File: src/rtl/dht_pkg.sv
package dht_pkg;

  localparam logic [1:0] CMD_INSERT = 2'd0;
  localparam logic [1:0] CMD_SEARCH = 2'd1;
  localparam logic [1:0] CMD_REMOVE = 2'd2;

  localparam logic [1:0] OUT_DONE     = 2'd0;
  localparam logic [1:0] OUT_NOTFOUND = 2'd1;
  localparam logic [1:0] OUT_FULL     = 2'd2;

  localparam logic [1:0] MARK_EMPTY = 2'd0;
  localparam logic [1:0] MARK_USED  = 2'd1;
  localparam logic [1:0] MARK_GONE  = 2'd2;

  typedef struct packed {
    logic [1:0]  command;
    logic signed [31:0] key;
    logic [7:0]  age;
    logic [31:0] weight_bits;
    logic [31:0] height_bits;
  } req_t;

  typedef struct packed {
    logic [1:0]  outcome;
    logic [7:0]  slot;
    logic [7:0]  found_age;
    logic [31:0] found_weight_bits;
    logic [31:0] found_height_bits;
  } rsp_t;

  typedef struct packed {
    logic load;
    logic hash_step;
    logic rd;
    logic advance;
    logic wr_ins;
    logic wr_del;
    logic respond;
    logic [1:0] outcome;
    logic hit;
  } ctl_t;

  typedef struct packed {
    logic hash_done;
    logic is_used;
    logic is_empty;
    logic key_eq;
    logic last_probe;
  } sts_t;

endpackage

File: src/rtl/dht_ctrl.sv
module dht_ctrl (
  input  logic          clk_i,
  input  logic          rst_ni,
  input  logic          start,
  input  logic [1:0]    command_i,
  input  dht_pkg::sts_t sts_i,
  output logic          busy,
  output dht_pkg::ctl_t ctl_o
);

  localparam logic [2:0] S_IDLE  = 3'd0;
  localparam logic [2:0] S_HASH  = 3'd1;
  localparam logic [2:0] S_READ  = 3'd2;
  localparam logic [2:0] S_CHECK = 3'd3;
  localparam logic [2:0] S_RESP  = 3'd4;

  logic [2:0] state_q, state_d;
  logic [1:0] cmd_q;
  logic [1:0] out_q, out_d;
  logic       hit_q, hit_d;

  always_comb begin
    state_d = state_q;
    out_d = out_q;
    hit_d = hit_q;
    ctl_o = '0;
    case (state_q)
      S_IDLE: begin
        if (start) begin
          ctl_o.load = 1'b1;
          state_d = S_HASH;
        end
      end
      S_HASH: begin
        ctl_o.hash_step = 1'b1;
        if (sts_i.hash_done) begin
          if (cmd_q inside {dht_pkg::CMD_INSERT, dht_pkg::CMD_SEARCH,
                            dht_pkg::CMD_REMOVE}) begin
            state_d = S_READ;
          end else begin
            out_d = dht_pkg::OUT_NOTFOUND;
            hit_d = 1'b0;
            state_d = S_RESP;
          end
        end
      end
      S_READ: begin
        ctl_o.rd = 1'b1;
        state_d = S_CHECK;
      end
      S_CHECK: begin
        if (cmd_q == dht_pkg::CMD_INSERT) begin
          if (!sts_i.is_used) begin
            ctl_o.wr_ins = 1'b1;
            out_d = dht_pkg::OUT_DONE;
            hit_d = 1'b1;
            state_d = S_RESP;
          end else if (sts_i.last_probe) begin
            out_d = dht_pkg::OUT_FULL;
            hit_d = 1'b0;
            state_d = S_RESP;
          end else begin
            ctl_o.advance = 1'b1;
            state_d = S_READ;
          end
        end else begin
          if (sts_i.is_used && sts_i.key_eq) begin
            ctl_o.wr_del = (cmd_q == dht_pkg::CMD_REMOVE);
            out_d = dht_pkg::OUT_DONE;
            hit_d = 1'b1;
            state_d = S_RESP;
          end else if (sts_i.is_empty || sts_i.last_probe) begin
            out_d = dht_pkg::OUT_NOTFOUND;
            hit_d = 1'b0;
            state_d = S_RESP;
          end else begin
            ctl_o.advance = 1'b1;
            state_d = S_READ;
          end
        end
      end
      S_RESP: begin
        ctl_o.respond = 1'b1;
        ctl_o.outcome = out_q;
        ctl_o.hit = hit_q;
        state_d = S_IDLE;
      end
      default: state_d = S_IDLE;
    endcase
  end

  always_ff @(posedge clk_i or negedge rst_ni) begin
    if (!rst_ni) begin
      state_q <= S_IDLE;
      cmd_q <= '0;
      out_q <= '0;
      hit_q <= 1'b0;
    end else begin
      state_q <= state_d;
      out_q <= out_d;
      hit_q <= hit_d;
      if (ctl_o.load) cmd_q <= command_i;
    end
  end

  assign busy = (state_q != S_IDLE);

endmodule

File: config.mk
export PLATFORM = sky130hd
export DESIGN_NAME = dht_ctrl
export DESIGN_NICKNAME = d
export VERILOG_FILES = /design/src/rtl/dht_pkg.sv /design/src/rtl/dht_ctrl.sv
export SDC_FILE = /design/constraint.sdc
export NUM_CORES = 1
export LEC_CHECK = 0
export BUFFER_PORTS_ARGS = -buffer_cell sky130_fd_sc_hd__buf_4
export CORE_AREA = 8 8 45 47
export DETAILED_ROUTE_END_ITERATION = 10
export DIE_AREA = 0 0 53 55
export PLACE_DENSITY_LB_ADDON = 0.12
export REMOVE_ABC_BUFFERS = 1
export SKIP_LAST_GASP = 1
export SLEW_MARGIN = 40
export SYNTH_ARGS = -nofsm -noshare
export SYNTH_HDL_FRONTEND = slang
export SYNTH_SLANG_ARGS = --single-unit
File: constraint.sdc
create_clock -name clk_i -period 1.8 [get_ports clk_i]
set_input_delay 0.36 -clock clk_i [delete_from_list [all_inputs] [get_ports clk_i]]
set_output_delay 0.36 -clock clk_i [all_outputs]
set_load 0.1 [all_outputs]
* Yosys cells after proc, flatten, opt, wreduce, memory -nomap -nowiden
Index checks and enable logic that the tools add are counted.
Word-level totals: bits in registers 8, output and inout bits 11
Cells by class: eq/ne operators 11, muxes and demuxes 40, reductions and logical operators 9
Operators with widths (number):
- $mux 3 | 9
- $mux 1 | 20
- $mux 2 | 7
- $pmux 3 s4 | 1
- $ne 4x4->1 const B | 2
- $eq 3x2->1 const B | 2
- $ne 2x2->1 const B | 3
- $reduce_bool 3->1 | 2
- $reduce_and 5->1 | 1
- $mux 4 | 1
- $pmux 2 s2 | 1
- $eq 3x1->1 const B | 1
- $eq 3x3->1 const B | 1
- $logic_not 3->1 | 1
- $eq 2x1->1 const B | 1
- $eq 2x2->1 const B | 1
- $logic_not 2->1 | 1
- $pmux 1 s2 | 1
- $reduce_and 2->1 | 1
- $reduce_bool 2->1 | 1
- $logic_and 1x1->1 | 1
- $logic_or 1x1->1 | 1

* Depth between registers and ports, before layout
depth in word-level cells 5, gate-level depth with buffers 5, mapped depth without buffers 4

* Worst setup path after synthesis
OpenSTA, ideal clock, no wires.
path kind reg2out, start point register state_q[0], end point output ctl_o[0] (netlist bit), data arrival time 3771 ps, required time 1440 ps, path slack -2331 ps, stages on the path, launching flop included 4, path buffers 1, cells stage by stage dfrtp_1 -> buf_6 -> nor3b_1 -> and2_1
RTL lines:
- start: declaration | RTL line dht_ctrl.sv:17 | logic [2:0] state_q, state_d;
- start signal: assignment | RTL line dht_ctrl.sv:99 | state_q <= state_d;
- end: declaration | RTL line dht_ctrl.sv:8 | output dht_pkg::ctl_t ctl_o

==> qor.csv <==
metric,value,unit
die height,55,µm
maximum clock rate,0.546,GHz
CTS Buf Count,3,
drt total wl,1570,µm
Synth warnings,0,
CP arrival,1.47,ns
routed vias/inst,5.14,
status,"finished, violations left",
"Clk Latency, worst-skew pair",0.25,ns
ys async rst share,1.00,
Synth top area share,0.362,
min Tclk post-route,1.83,ns
library cells used by synthesis,26,
Final WS setup,-0.0306,ns
footprint of the multi-input gates,357,µm²
final setup vio count,2,
register area,205,µm²
Slew @ Worst Pin,0.406,ns
VDD IR max,1210,µV
DRT Pass-1 Iters,2,
Area Growth Syn to Fin,69.5,%
via count,560,
Total GRT Usage,0.113,
failing checks,setup timing,
largest net degree at the start of global routing,9,
Post-DP HPWL,1090,µm
# IOs,21,
"FF+latch count, synth",8,
Syn Inst Count,58,
DRC Markers,0,
top-count cell post-synth,dfrtp_1,
root buffer cell,clkbuf_4,
Clock Skew,0.00499,ns
Util after Layout,0.677,
pwr dens,2050,mW/mm²
average wire per standard cell,14.4,µm
number of DRC markers in iteration 0,7,
layout net count,105,
first-pass GRT wire length,2480,µm
grt total ovfl,0,
Post-synth EDFFs,0,
vias in the first global route,547,
Final Max Slew Viols,0,
CTS tree,built,
CTS Buffer Depth,2,
PortBufs,20,
initial core utilization,0.400,
FP Rows,14,
Synth area leaders,"dfrtp_1 36%, a21oi_1 5.4%, mux2_4 5.4%",
period utilisation layout,1.02,
max_cap viols,0,
RePlAce Congestion,0.725,
WP data required,1.44,ns
final hold violations,0,
part of the Yosys area used for sequential elements,0.362,
# H-tree levels,1,
commonest cells in the synthesized netlist,"8 x dfrtp_1, 6 x a21oi_1, 6 x inv_1, 6 x nor2_1, 4 x nand2_1",
# clock sinks,8,
layout cell share with drive strength beyond 1,0.581,
Synth Flop Type,dfrtp_1,
leak pwr,0.000463,µW
n_diodes,0,
setup TNS,-0.0307,ns
critical-path maximum fanout,5,
Mean Syn Cell Area,9.54,µm²
core area,0.00138,mm²
initial antenna violation count,0,
die extent in x,53,µm
HP Class,in2reg,
fill cell count,106,
"CTS clk-pin slew, worst paths",0.05,ns
Setup crit end kind,output port,
Slew headroom,0.728,
largest area contributor in the netlist,dfrtp_1,
Netlist Area Pre-Place,553,µm²
post-route antenna net violation count,0,
RSZ-0062 raised after global routing,true,
Crit Path Class,reg2out,
Die Area,0.00292,mm²
startpoint types,flop,
[layout by cell type, fill, tap and decap left out]
master | netlist | routed
a211oi_2 | 1 | 1
a21o_1 | 2 | 2
a21oi_1 | 6 | 6
a311oi_1 | 1 | 1
a31oi_1 | 1 | 1
and2_1 | 3 | 3
and3_1 | 1 | 1
buf_12 | 0 | 3
buf_4 | 0 | 26
buf_6 | 2 | 4
clkbuf_4 | 0 | 3
dfrtp_1 | 8 | 4
dfrtp_2 | 0 | 4
dlygate4sd3_1 | 0 | 1
inv_1 | 6 | 6
mux2_4 | 2 | 2
mux2i_1 | 1 | 1
nand2_1 | 4 | 4
nand3b_4 | 1 | 1
nor2_1 | 6 | 3
nor2_4 | 1 | 4
nor3_1 | 1 | 1
nor3b_1 | 2 | 1
nor3b_4 | 0 | 1
nor4b_1 | 2 | 1
nor4b_4 | 0 | 1
o211ai_1 | 1 | 1
o21ai_0 | 1 | 1
o21ba_2 | 1 | 1
o221ai_2 | 1 | 1
o22a_1 | 1 | 1
or2_2 | 1 | 1
or3_4 | 1 | 1
[cell type report]
| type | count | area share |
|---|---|---|
| Clock buffer | 3 | 0.0240 |
| Inverter | 6 | 0.0240 |
| Multi-Input combinational cell | 42 | 0.381 |
| Sequential cell | 8 | 0.219 |
| Tap cell | 16 | 0.0214 |
| Timing Repair Buffer | 34 | 0.331 |
[routing by layer]
layer	wire, µm	vias to the layer above	part of all wire	global-route usage
li1	-	278	-	-
met1	645	265	0.41	0.126
met2	825	15	0.52	0.195
met3	84	2	0.053	0.0348
met4	17	0	0.011	0.0517
met5	0	-	0	0
[worst paths after layout]
| kind | cells after the start | end | startpoint | slack, ns |
|---|---|---|---|---|
| worst max-delay path | 5 | ctl_o[6] | cmd_q[0]$_DFFE_PN0P_ | -0.03 |
| worst min-delay path | 2 | cmd_q[1]$_DFFE_PN0P_ | command_i[1] | 0.34 |
| worst max register to register | 5 | cmd_q[0]$_DFFE_PN0P_ | state_q[0]$_DFFE_PN0P_ | 0.16 |
| worst min register to register | 1 | hit_q$_DFFE_PN0P_ | hit_q$_DFFE_PN0P_ | 0.47 |
| max in group asynchronous | 2 | state_q[1]$_DFFE_PN0P_ | rst_ni | 1.18 |
| min in group asynchronous | 2 | out_q[1]$_DFFE_PN0P_ | rst_ni | 0.47 |
[metrics by stage]
step	instance area [µm²]	hold WS, ns	worst slack [ns]	cells	power (µW)
2_1_floorplan	531	0.0644	-2.36	56	1240
3_3_place_gp	746	0.182	0.157	98	1520
3_5_place_dp	746	0.185	0.118	98	1530
4_1_cts	842	0.329	-0.00373	104	1760
5_1_grt	937	0.330	-0.0918	109	2030
6_report	937	0.336	-0.0306	109	1920
[worst max-delay path, stage by stage, from the launching register on]
cell,delay [ns]
dfrtp_2,0.45
nor2_4,0.14
nand2_1,0.14
o211ai_1,0.24
nor2_4,0.07
buf_12,0.17
[timing repair]
action / in CTS / in global routing
hold buffers: 1 / 0
buffers inserted: 2 / 5
pin swaps: 0 / 1
endpoints found under the hold margin: 8 / 0
endpoints found under the setup margin: 8 / 8
gates resized for setup: 14 / 13
[state kept, by name, summed over array words and instances, names as in the netlist]
signal,flops
cmd_q,2
state_q,3
hit_q,1
out_q,2
[where the power goes]
part	switching [µW]	internal, µW
sequential	106	279
clock	59.2	76.2
combinational	871	533
total	1040	888
[cell families (layout without fill, tap and decap cells)]
logic type | count (synthesis) | in the layout | share of synthesized area
AND/OR/NAND/NOR | 23 | 23 | 0.269
AO/OA/AOI/OAI | 16 | 16 | 0.215
flip-flops | 8 | 8 | 0.362
buffers and inverters | 8 | 43 | 0.0814
multiplexers | 3 | 3 | 0.0724
No activity file was read; power rests on OpenSTA's default activity.
